### src/rtl/core/pixel_pair_correlation_accumulator_macros.svh
// Assertion macros for the pixel pair correlation accumulator.
// Included by the RTL files that carry assertions; depends on nothing else.
`ifndef PIXEL_PAIR_CORRELATION_ACCUMULATOR_MACROS_SVH
`define PIXEL_PAIR_CORRELATION_ACCUMULATOR_MACROS_SVH

`ifndef SYNTH

// Antecedent implies consequent in the same cycle.
`define PPCA_ASSERT_IMPL(label, clk, rst_n, ante, cons, msg) \
  label: assert property (@(posedge clk) disable iff (!rst_n) (ante) |-> (cons)) \
    else $error(msg);

// Antecedent implies consequent in the following cycle.
`define PPCA_ASSERT_NEXT(label, clk, rst_n, ante, cons, msg) \
  label: assert property (@(posedge clk) disable iff (!rst_n) (ante) |=> (cons)) \
    else $error(msg);

`else

`define PPCA_ASSERT_IMPL(label, clk, rst_n, ante, cons, msg)
`define PPCA_ASSERT_NEXT(label, clk, rst_n, ante, cons, msg)

`endif

`endif

### src/rtl/core/ppca_pkg.sv
// Shared types, widths and constants of the pixel pair correlation accumulator.
// Has no dependencies; every other file but the assertion macro header imports it.
package ppca_pkg;

  // Field widths of the input and result words.
  localparam int PixelW     = 12;
  localparam int IntensityW = 16;
  localparam int ProductW   = 2 * IntensityW;
  localparam int SumW       = 32;
  localparam int SumProdW   = 48;
  localparam int CountW     = 17;
  localparam int MeanW      = 24;
  localparam int MeanProdW  = 40;
  localparam int FracW      = 8;
  localparam int CountMax   = (1 << CountW) - 1;

  // Default parameter values.
  localparam int PixelsDefault   = 4096;
  localparam int MaxPairsDefault = 65536;

  // Divider: three lanes share one divisor, one quotient bit per cycle.
  localparam int DivLanes   = 3;
  localparam int DivW       = SumProdW + FracW;
  localparam int DivStepW   = $clog2(DivW);
  localparam int LaneFirst  = 0;
  localparam int LaneLater  = 1;
  localparam int LaneProd   = 2;

  // Configuration port.
  localparam int PaddrW       = 3;
  localparam int PdataW       = 32;
  localparam int RegIdxW      = PaddrW - 2;
  localparam logic [RegIdxW-1:0] RegMeanFloor = RegIdxW'(0);
  localparam logic [MeanW-1:0]   FloorReset   = MeanW'(256);

  typedef enum logic {
    KindAccumulate = 1'b0,
    KindReadout    = 1'b1
  } ppca_kind_e;

  typedef enum logic [2:0] {
    StClear,
    StIdle,
    StModify,
    StDivide,
    StResult
  } ppca_state_e;

  // One entry of the per-pixel store.
  typedef struct packed {
    logic [SumW-1:0]     sum_first;
    logic [SumW-1:0]     sum_later;
    logic [SumProdW-1:0] sum_product;
    logic [CountW-1:0]   pair_count;
  } ppca_entry_t;

endpackage

### src/rtl/core/ppca_cfg_regs.sv
// APB-style register file holding the mean floor.
// Depends on ppca_pkg for the register map and reset value.
module ppca_cfg_regs
  import ppca_pkg::*;
(
  input  logic              clk_i,
  input  logic              rst_ni,
  input  logic              psel,
  input  logic              penable,
  input  logic              pwrite,
  input  logic [PaddrW-1:0] paddr,
  input  logic [PdataW-1:0] pwdata,
  output logic [PdataW-1:0] prdata,
  output logic              pready,
  output logic [MeanW-1:0]  mean_floor_o
);

  logic [MeanW-1:0]   mean_floor_q;
  logic [RegIdxW-1:0] reg_idx;
  logic               wr_en;

  // Register index is the word address; byte offset bits are ignored.
  assign reg_idx = paddr[PaddrW-1:2];
  assign pready  = 1'b1;
  assign wr_en   = psel && penable && pwrite && (reg_idx == RegMeanFloor);

  always_ff @(posedge clk_i or negedge rst_ni) begin
    if (!rst_ni) begin
      mean_floor_q <= FloorReset;
    end else if (wr_en) begin
      mean_floor_q <= pwdata[MeanW-1:0];
    end
  end

  // Read data returns the register, zero elsewhere.
  always_comb begin
    prdata = '0;
    if (reg_idx == RegMeanFloor) begin
      prdata = PdataW'(mean_floor_q);
    end
  end

  assign mean_floor_o = mean_floor_q;

endmodule

### config.mk
export PLATFORM = sky130hd
export DESIGN_NAME = ppca_cfg_regs
export DESIGN_NICKNAME = d
export VERILOG_FILES = /design/src/rtl/core/pixel_pair_correlation_accumulator_macros.svh /design/src/rtl/core/ppca_pkg.sv /design/src/rtl/core/ppca_cfg_regs.sv
export SDC_FILE = /design/constraint.sdc
export NUM_CORES = 1
export LEC_CHECK = 0
export BUFFER_PORTS_ARGS = -buffer_cell sky130_fd_sc_hd__clkbuf_2
export CAP_MARGIN = 10
export CORE_UTILIZATION = 42
export DETAILED_ROUTE_END_ITERATION = 7
export PLACE_DENSITY = 0.85
export RECOVER_POWER = 100
export SLEW_MARGIN = 20
export SYNTH_ARGS = -nofsm -noshare
export SYNTH_HDL_FRONTEND = slang
export SYNTH_SLANG_ARGS = --single-unit
### constraint.sdc
create_clock -name clk_i -period 2.1 [get_ports clk_i]
set_input_delay 0.42 -clock clk_i [delete_from_list [all_inputs] [get_ports clk_i]]
set_output_delay 0.42 -clock clk_i [all_outputs]
set_load 0.01 [all_outputs]
==> metrics <==
synth unique cells=11; post-route antenna net violation count=0; Final Hold Viols=0; Max-Cap Viols=0; Mapped Cells=88; IO Count=97; routed len/inst=12.5 µm; Comb pwr share=29.5%; Synth warnings=0; Setup violations, final=0; DRT iter0 DRCs=8; status=complete, no violations; # hold bufs at CTS=0; Reg2Reg Setup Slack=1270 ps; clock slew at the register clock pins of the worst setup and hold paths=140 ps; hold wc startpoint=pwdata[2]; PD cells=911 nW/µm²; skew final=0 ps; commonest non-fill, non-tap cell in the layout=clkbuf_1; Avg Cell Area, Syn=14.0 µm²; drt first pass iters=4; slew margin rel.=14.1%; Register Area=602 µm²; GR Overflow Total=0; TritonCTS buffer count=3; fin nets=207; Critical path buffers and inverters=3; Root Buffer=clkbuf_4; Final Power=1380 µW; Final TNS setup=0 ps; Layout area overhead=23.3%; Power Internal=952 µW; Die X=56.1 µm; Row Count=19; vias per std cell=4.68; Synth top area share=46.8%; leakage=0.000719 µW; multi-input gate area in the final layout=480 µm²; Sequential Power Share=46.3%; pin count of the biggest net entering global routing=25; gpl congestion=0.720; Reg-to-Reg End=mean_floor_o[1]; die footprint=3150 µm²; # fillers=288; Sw Pwr=428 µW; crit path cell chain=clkbuf_2 > buf_4 > and2b_1 > clkbuf_1; worst hold margin=306 ps; overall global routing resource usage=16.5%; Critical Path End Type=primary output; final wirelength=2460 µm; clock power share=24.2%; register area share after synthesis=49.0%; vias in the first global route=911; WHS Endpoint=mean_floor_o[2]; Cell Area, Placed=1600 µm²; worst-margin pin slew=1290 ps; delay-heaviest family, CP=buffers and inverters; count of buffers from port buffering=77; slowest stage cell on the critical path=buf_4; H-tree lvl count=1; Clk Latency, worst-skew pair=310 ps; final routed DRC violation total=0; Initial Util=44.6%; WP data arrival=1200 ps; Vias=921; post-CTS setup buffers=0; top post-synthesis cells by area=dfrtp_1 47%, mux2_4 24%, nor2b_1 11%; DP Wirelength=1880 µm; Post-CTS Resized=0; core area=2760 µm²; Yosys top cell by area=dfrtp_1; Fmax=618 MHz; clk sinks=24; final worst path period share=77.1%; Die Y=56.1 µm; Post-Syn Area=1230 µm²; type of the worst setup path=input pin to primary output; crit start category=input pin; Pins Over Slew Limit=0; HP Class=input pin to register; initial antenna violation count=0; CTS max path bufs=2; first-pass GRT wire length=4020 µm; Max stage delay on crit path=250 ps; WHS Path Cells=2; Synth Register Bits=24; reg2reg path depth=1; Req. time, crit path=1680 ps; commonest non-fill, non-tap cells in the layout=49 x clkbuf_1, 30 x clkbuf_2, 23 x dfrtp_1, 22 x nor2b_1, 16 x mux2_1; Finished Cell Area=1520 µm²; switch share=31.0%; peak fanout along the critical path=15; RSZ-0062 raised after global routing=no; layout cell share with drive strength beyond 1=25.9%; fin util=54.9%; # diodes=0; CTS tree=yes; Max IR drop VDD=0.000519 V; FF-to-FF Start=mean_floor_o[1]; Largest register FFs=24; minimum clock period=1620 ps
## power by group through the flow
stage | clock, µW | sequential [µW] | combinational [µW]
finish | 335 | 639 | 407
global route | 365 | 657 | 448
CTS | 345 | 645 | 511
detailed placement | 0 | 651 | 511
global placement | 0 | 642 | 502
floorplan | 0 | 689 | 258
## worst max-delay path by stage
stage	startpoint	slack (ps)	end	cells after the start
5_1_grt	paddr[2]	410	mean_floor_o[23]	4
2_1_floorplan	paddr[2]	880	prdata[10]	2
4_1_cts	paddr[2]	470	prdata[0]	4
3_3_place_gp	paddr[2]	500	prdata[0]	4
6_report	paddr[2]	480	prdata[0]	4
3_5_place_dp	paddr[2]	470	prdata[0]	4
## per-layer routing
| metal | track usage, % | part of all wire (%) | up-vias |
|---|---|---|---|
| met3 | 2.09 | 7.9 | 2 |
| met5 | 0 | 0 | - |
| li1 | - | - | 424 |
| met2 | 30.3 | 50 | 59 |
| met4 | 5.23 | 0.77 | 0 |
| met1 | 19.8 | 41 | 436 |
## synth_stat cells
cell type,number
buf_6,2
dfstp_2,1
and2b_1,2
dfrtp_1,23
clkbuf_1,2
buf_4,9
conb_1,2
mux2_2,4
nand4b_4,1
mux2_4,20
nor2b_1,22
## stage by stage
stage	worst slack, ps	std cells
3_5_place_dp	475	193
5_1_grt	406	197
4_1_cts	475	197
2_1_floorplan	876	95
3_3_place_gp	497	193
6_report	481	197
## area by class of cell
class / count / area share [%]
tap: 31 / 2.56
multi-input combinational: 58 / 31.7
clock inverter: 1 / 1.98
sequential: 24 / 39.7
clock buffer: 3 / 1.49
timing repair buffer: 80 / 22.5
## cells by family (layout without fill, tap and decap cells)
kind of cell	count (synthesis)	count (layout)	share of synthesized area (%)
flip-flops	24	24	49.0
other	2	9	0.611
buffers and inverters	13	84	7.94
multiplexers	24	24	28.1
AND/OR/NAND/NOR	25	25	14.4
Note: power is estimated with default switching activity, not from simulation.
