`src/rtl/core/pixel_pair_correlation_accumulator_macros.svh`:
```
// Assertion macros for the pixel pair correlation accumulator.
// Included by the RTL files that carry assertions; depends on nothing else.
`ifndef PIXEL_PAIR_CORRELATION_ACCUMULATOR_MACROS_SVH
`define PIXEL_PAIR_CORRELATION_ACCUMULATOR_MACROS_SVH

`ifndef SYNTH

// Antecedent implies consequent in the same cycle.
`define PPCA_ASSERT_IMPL(label, clk, rst_n, ante, cons, msg) \
  label: assert property (@(posedge clk) disable iff (!rst_n) (ante) |-> (cons)) \
    else $error(msg);

// Antecedent implies consequent in the following cycle.
`define PPCA_ASSERT_NEXT(label, clk, rst_n, ante, cons, msg) \
  label: assert property (@(posedge clk) disable iff (!rst_n) (ante) |=> (cons)) \
    else $error(msg);

`else

`define PPCA_ASSERT_IMPL(label, clk, rst_n, ante, cons, msg)
`define PPCA_ASSERT_NEXT(label, clk, rst_n, ante, cons, msg)

`endif

`endif

```
`src/rtl/core/ppca_pkg.sv`:
```
// Shared types, widths and constants of the pixel pair correlation accumulator.
// Has no dependencies; every other file but the assertion macro header imports it.
package ppca_pkg;

  // Field widths of the input and result words.
  localparam int PixelW     = 12;
  localparam int IntensityW = 16;
  localparam int ProductW   = 2 * IntensityW;
  localparam int SumW       = 32;
  localparam int SumProdW   = 48;
  localparam int CountW     = 17;
  localparam int MeanW      = 24;
  localparam int MeanProdW  = 40;
  localparam int FracW      = 8;
  localparam int CountMax   = (1 << CountW) - 1;

  // Default parameter values.
  localparam int PixelsDefault   = 4096;
  localparam int MaxPairsDefault = 65536;

  // Divider: three lanes share one divisor, one quotient bit per cycle.
  localparam int DivLanes   = 3;
  localparam int DivW       = SumProdW + FracW;
  localparam int DivStepW   = $clog2(DivW);
  localparam int LaneFirst  = 0;
  localparam int LaneLater  = 1;
  localparam int LaneProd   = 2;

  // Configuration port.
  localparam int PaddrW       = 3;
  localparam int PdataW       = 32;
  localparam int RegIdxW      = PaddrW - 2;
  localparam logic [RegIdxW-1:0] RegMeanFloor = RegIdxW'(0);
  localparam logic [MeanW-1:0]   FloorReset   = MeanW'(256);

  typedef enum logic {
    KindAccumulate = 1'b0,
    KindReadout    = 1'b1
  } ppca_kind_e;

  typedef enum logic [2:0] {
    StClear,
    StIdle,
    StModify,
    StDivide,
    StResult
  } ppca_state_e;

  // One entry of the per-pixel store.
  typedef struct packed {
    logic [SumW-1:0]     sum_first;
    logic [SumW-1:0]     sum_later;
    logic [SumProdW-1:0] sum_product;
    logic [CountW-1:0]   pair_count;
  } ppca_entry_t;

endpackage

```
`src/rtl/core/ppca_divider.sv`:
```
// Restoring divider with three lanes sharing one divisor, one quotient bit per cycle.
// Depends on ppca_pkg for lane count and widths.
module ppca_divider
  import ppca_pkg::*;
(
  input  logic                             clk_i,
  input  logic                             rst_ni,
  input  logic                             start_i,
  input  logic [DivLanes-1:0][DivW-1:0]    dividend_i,
  input  logic [CountW-1:0]                divisor_i,
  output logic                             busy_o,
  output logic [DivLanes-1:0][DivW-1:0]    quotient_o
);

  logic [DivLanes-1:0][DivW-1:0]   dq_q, dq_d;
  logic [DivLanes-1:0][CountW-1:0] rem_q, rem_d;
  logic [CountW-1:0]               divisor_q;
  logic [DivStepW-1:0]             step_q;
  logic                            busy_q;

  // One restoring step per lane: shift in the next dividend bit, subtract if it fits.
  always_comb begin
    logic [CountW:0] rem_sh;
    logic [CountW:0] diff;
    logic            fits;
    for (int l = 0; l < DivLanes; l++) begin
      rem_sh   = {rem_q[l], dq_q[l][DivW-1]};
      diff     = rem_sh - {1'b0, divisor_q};
      fits     = rem_sh >= {1'b0, divisor_q};
      rem_d[l] = fits ? diff[CountW-1:0] : rem_sh[CountW-1:0];
      dq_d[l]  = {dq_q[l][DivW-2:0], fits};
    end
  end

  // Step counter and busy flag.
  always_ff @(posedge clk_i or negedge rst_ni) begin
    if (!rst_ni) begin
      busy_q <= 1'b0;
      step_q <= '0;
    end else if (start_i) begin
      busy_q <= 1'b1;
      step_q <= DivStepW'(DivW - 1);
    end else if (busy_q) begin
      if (step_q == '0) begin
        busy_q <= 1'b0;
      end else begin
        step_q <= step_q - 1'b1;
      end
    end
  end

  // Dividend, quotient and remainder registers.
  always_ff @(posedge clk_i) begin
    if (start_i) begin
      dq_q      <= dividend_i;
      rem_q     <= '0;
      divisor_q <= divisor_i;
    end else if (busy_q) begin
      dq_q  <= dq_d;
      rem_q <= rem_d;
    end
  end

  assign busy_o     = busy_q;
  assign quotient_o = dq_q;

endmodule

```
`config.mk`:
```
export PLATFORM = sky130hd
export DESIGN_NAME = ppca_divider
export DESIGN_NICKNAME = d
export VERILOG_FILES = /design/src/rtl/core/pixel_pair_correlation_accumulator_macros.svh /design/src/rtl/core/ppca_pkg.sv /design/src/rtl/core/ppca_divider.sv
export SDC_FILE = /design/constraint.sdc
export NUM_CORES = 1
export LEC_CHECK = 0
export ABC_AREA = 0
export BUFFER_PORTS_ARGS = -buffer_cell sky130_fd_sc_hd__buf_4
export CAP_MARGIN = 20
export CORE_MARGIN = 5
export CORE_UTILIZATION = 53
export DETAILED_ROUTE_END_ITERATION = 8
export PLACE_DENSITY = 0.81
export SETUP_SLACK_MARGIN = 0.5
export SKIP_CTS_REPAIR_TIMING = 1
export SYNTH_ARGS = -nofsm -noshare
export SYNTH_HDL_FRONTEND = slang
export SYNTH_SLANG_ARGS = --single-unit
```
`constraint.sdc`:
```
create_clock -name clk_i -period 6.75 [get_ports clk_i]
set_clock_uncertainty 0.1 [all_clocks]
set_input_delay 0.675 -clock clk_i [delete_from_list [all_inputs] [get_ports clk_i]]
set_output_delay 0.675 -clock clk_i [all_outputs]
set_load 0.005 [all_outputs]
```
==> impl_metrics.py <==
metrics = {
    "cells_and_area": {
        "num-nets-final": 1624,
        "drive_gt1_frac": 0.415,
        "fillCellCount": 1742,
        "mostFrequentLayoutCells": "364 x buf_4, 185 x edfxtp_1, 166 x mux2_2",
        "mostFrequentLayoutCell": "buf_4",
        "fin_util": 0.689,
        "diodes": 0,
        "syn_to_final_growth_pct": 29.2,
    },
    "routing": {
        "vias": 9983,
        "wirelength_mm": 39.1,
        "ant_nets": 0,
        "drtIter0Drc": 658,
        "viasPerCell": 5.80,
        "wl_per_cell_um": 22.7,
        "firstDrtPassIters": 5,
        "route.detailed.drc": 0,
    },
    "worst_setup_path": {
        "cp.required_ns": 7.09,
        "cp_common_cell": "inv_1",
        "slowest_stage": "a211oi_2",
        "endpoint_kind": "register",
        "crit_fanout": 15,
        "critPathMaxStageDelay_ns": 0.64,
        "rr_worst_depth": 11,
        "timing.critical_path.max_delay_family": "compound AO/OA/AOI/OAI gates",
        "path_cells": "inv_1 -> ha_1 -> inv_1 -> fa_1 -> a21o_1 -> a221oi_2 -> o221ai_2 -> a211oi_2 -> buf_4 -> nand2_1 -> a311oi_1",
        "path_buf_inv": 3,
        "cp.arrival_ns": 3.74,
        "path_class": "register to register",
        "cp.depth": 11,
        "critPathLaunchType": "register",
    },
    "pwr": {
        "powerDensity_nw_per_um2": 261,
        "p_sw_mw": 1.20,
        "p_comb_frac": 0.234,
        "seq_power_share": 0.441,
        "p_int_mw": 3.11,
        "switching_share": 0.279,
        "power.leakage_nw": 6.94,
        "irDropWorstVdd_v": 0.000218,
        "clkPwrFrac": 0.325,
    },
    "global_route": {
        "grt_pass1_wl_mm": 58.8,
        "met2_usage": 0.485,
        "grt_pass1_vias": 10019,
        "antenna_found_initial": 1,
        "use_met3": 0.0839,
        "grtUsageTotal": 0.279,
        "grtUsageMet1": 0.332,
        "grt-busiest-layer": "met2",
        "grt.overflow.total": 0,
        "grt_start_max_net_pins": 115,
    },
    "cts": {
        "clk_pin_slew_worst_paths_ns": 0.06,
        "cts_max_path_buffers": 3,
        "htree_levels": 1,
        "clk_latency_ns": 0.55,
        "cts_inserted_buffers": 27,
        "cts-root-buf": "clkbuf_16",
        "cts.sinks": 243,
        "tritoncts": "built",
    },
    "timing": {
        "max_freq_ghz": 0.294,
        "hold_viol": 0,
        "period_share": 0.504,
        "finalSetupTns_ns": 0,
        "worst_pin_slew_ns": 1.05,
        "slew-limit-headroom": 0.300,
        "final_max_slew_viol_count": 0,
        "fin_ws_ns": 3.35,
        "rsz0062_at_grt": "no",
        "post-route-min-period_ns": 3.40,
        "setup_violations": 0,
    },
    "placement": {
        "place.gp.congestion": 0.907,
        "dp_hpwl_mm": 29.4,
        "io_buffers": 356,
        "dp_slack_ns": 3.23,
    },
    "synth": {
        "synthArstFlopShare": 0.0288,
        "synth_fp_nets": 1289,
        "synthCells": 1045,
        "yosysWarnings": 0,
        "synth_top_family_by_area": "multiplexers",
        "yosysSeqAreaShare": 0.527,
        "synth_enable_flop_cells": 185,
        "ys_ff_latch": 243,
        "synth_compound_area_frac": 0.114,
        "synth-xor-area-share": 0.0267,
        "syn_avg_cell_area_um2": 12.3,
        "syn_area_um2": 12800,
        "synth-adder-area-share": 0.0564,
        "yosys_most_used_dff": "edfxtp_1",
        "synth_mux_area_frac": 0.158,
        "synth-simple-area-share": 0.0864,
        "synthDistinctLibCells": 72,
    },
    "floorplanning": {
        "ios": 357,
        "die_w_um": 166,
        "die_area_um2": 27400,
        "initial_utilization": 0.533,
        "coreArea_um2": 24000,
        "num_rows": 57,
        "die_y_um": 166,
    },
    "status": {
        "outcome": "completed",
    },
    "run": {
        "max-cap-violations": 0,
    },
    "min_path": {
        "worstHoldPathType": "input pin to register",
        "min_path_cells": 1,
    },
}
==> through the flow <==
| stage | area (um^2) | instances | hold slack, ns | power, mW |
|---|---|---|---|---|
| final | 16600 | 1721 | 0.201 | 4.32 |
| after global routing | 16600 | 1721 | 0.178 | 4.51 |
| after CTS | 16500 | 1719 | -0.189 | 4.33 |
| after detailed placement | 15700 | 1673 | 0.376 | 2.92 |
| after global placement | 15700 | 1673 | 0.365 | 2.89 |
| after floorplan | 12800 | 1045 | 0.279 | 2.48 |
==> area by class of cell <==
cell class,instances,area [um^2],area share
inverters,34,133,0.00801
clock buffers,35,706,0.0426
repair buffers,367,2770,0.167
flip-flops and latches,243,6750,0.408
multi-input cells,707,5680,0.343
clock inverters,11,115,0.00695
well taps,324,405,0.0245
==> kinds of logic after synthesis <==
logic type	after synthesis
flip-flops	243
XOR/XNOR	39
AO/OA/AOI/OAI	208
adder cells (fa/ha/maj)	56
multiplexers	182
AND/OR/NAND/NOR	222
buffers and inverters	95
==> path summary, 6_finish.rpt <==
kind | start | endpoint | slack, ns
worst max-delay path | quotient_o[111] | rem_q[22] | 3.35
worst min-delay path | divisor_i[3] | divisor_q[3] | 0.20
worst max register to register | quotient_o[111] | rem_q[22] | 3.35
worst min register to register | rem_q[35] | rem_q[35] | 0.38
max in group asynchronous | rst_ni | step_q[5] | 6.05
min in group asynchronous | rst_ni | step_q[4] | 0.38
==> metal layers <==
layer / vias up / part of all wire
met1: 4876 / 0.37
met4: 0 / 0.037
met2: 336 / 0.51
met3: 77 / 0.079
met5: - / 0
li1: 4694 / -
==> power by group through the flow <==
stage / clock network [mW] / logic (mW) / registers [mW]
final: 1.40 / 1.01 / 1.90
after CTS: 1.43 / 0.999 / 1.90
after floorplan: 0 / 0.574 / 1.90
after global routing: 1.50 / 1.09 / 1.92
after global placement: 0 / 0.966 / 1.92
after detailed placement: 0 / 0.991 / 1.93
==> cell usage after synthesis, drive strengths merged (3+ instances only) <==
library cell | instances | area share
or3 | 6 | 0.0029
inv | 34 | 0.010
o21ai | 41 | 0.016
nand4b | 4 | 0.0027
o21bai | 5 | 0.0029
fa | 3 | 0.0047
nor3 | 10 | 0.0039
a211oi | 10 | 0.0062
a311o | 3 | 0.0023
a221oi | 3 | 0.0035
o21a | 4 | 0.0023
xnor2 | 22 | 0.015
a31oi | 3 | 0.0015
or4 | 3 | 0.0018
a32oi | 17 | 0.012
nand2b | 14 | 0.0068
nand3 | 29 | 0.011
and4 | 5 | 0.0034
and3 | 4 | 0.0020
dfrtp | 7 | 0.014
nand4 | 16 | 0.0078
mux2 | 166 | 0.15
nand2 | 64 | 0.019
a211o | 5 | 0.0034
nor4b | 3 | 0.0021
dfxtp | 51 | 0.080
o211ai | 6 | 0.0035
nor2 | 49 | 0.014
buf | 17 | 0.0081
clkbuf | 44 | 0.013
a311oi | 6 | 0.0046
nor4 | 4 | 0.0020
o41ai | 3 | 0.0021
a21o | 14 | 0.0082
o31ai | 8 | 0.0047
o311ai | 12 | 0.0082
xor2 | 17 | 0.012
mux2i | 16 | 0.012
a21oi | 48 | 0.019
o221ai | 3 | 0.0025
ha | 53 | 0.052
edfxtp | 185 | 0.43
==> registers in the layout (all words and copies together) (netlist names) <==
name        cells
busy_o          1
divisor_q      17
quotient_o    168
rem_q          51
step_q          6
Power figures use the tool's default switching activity.
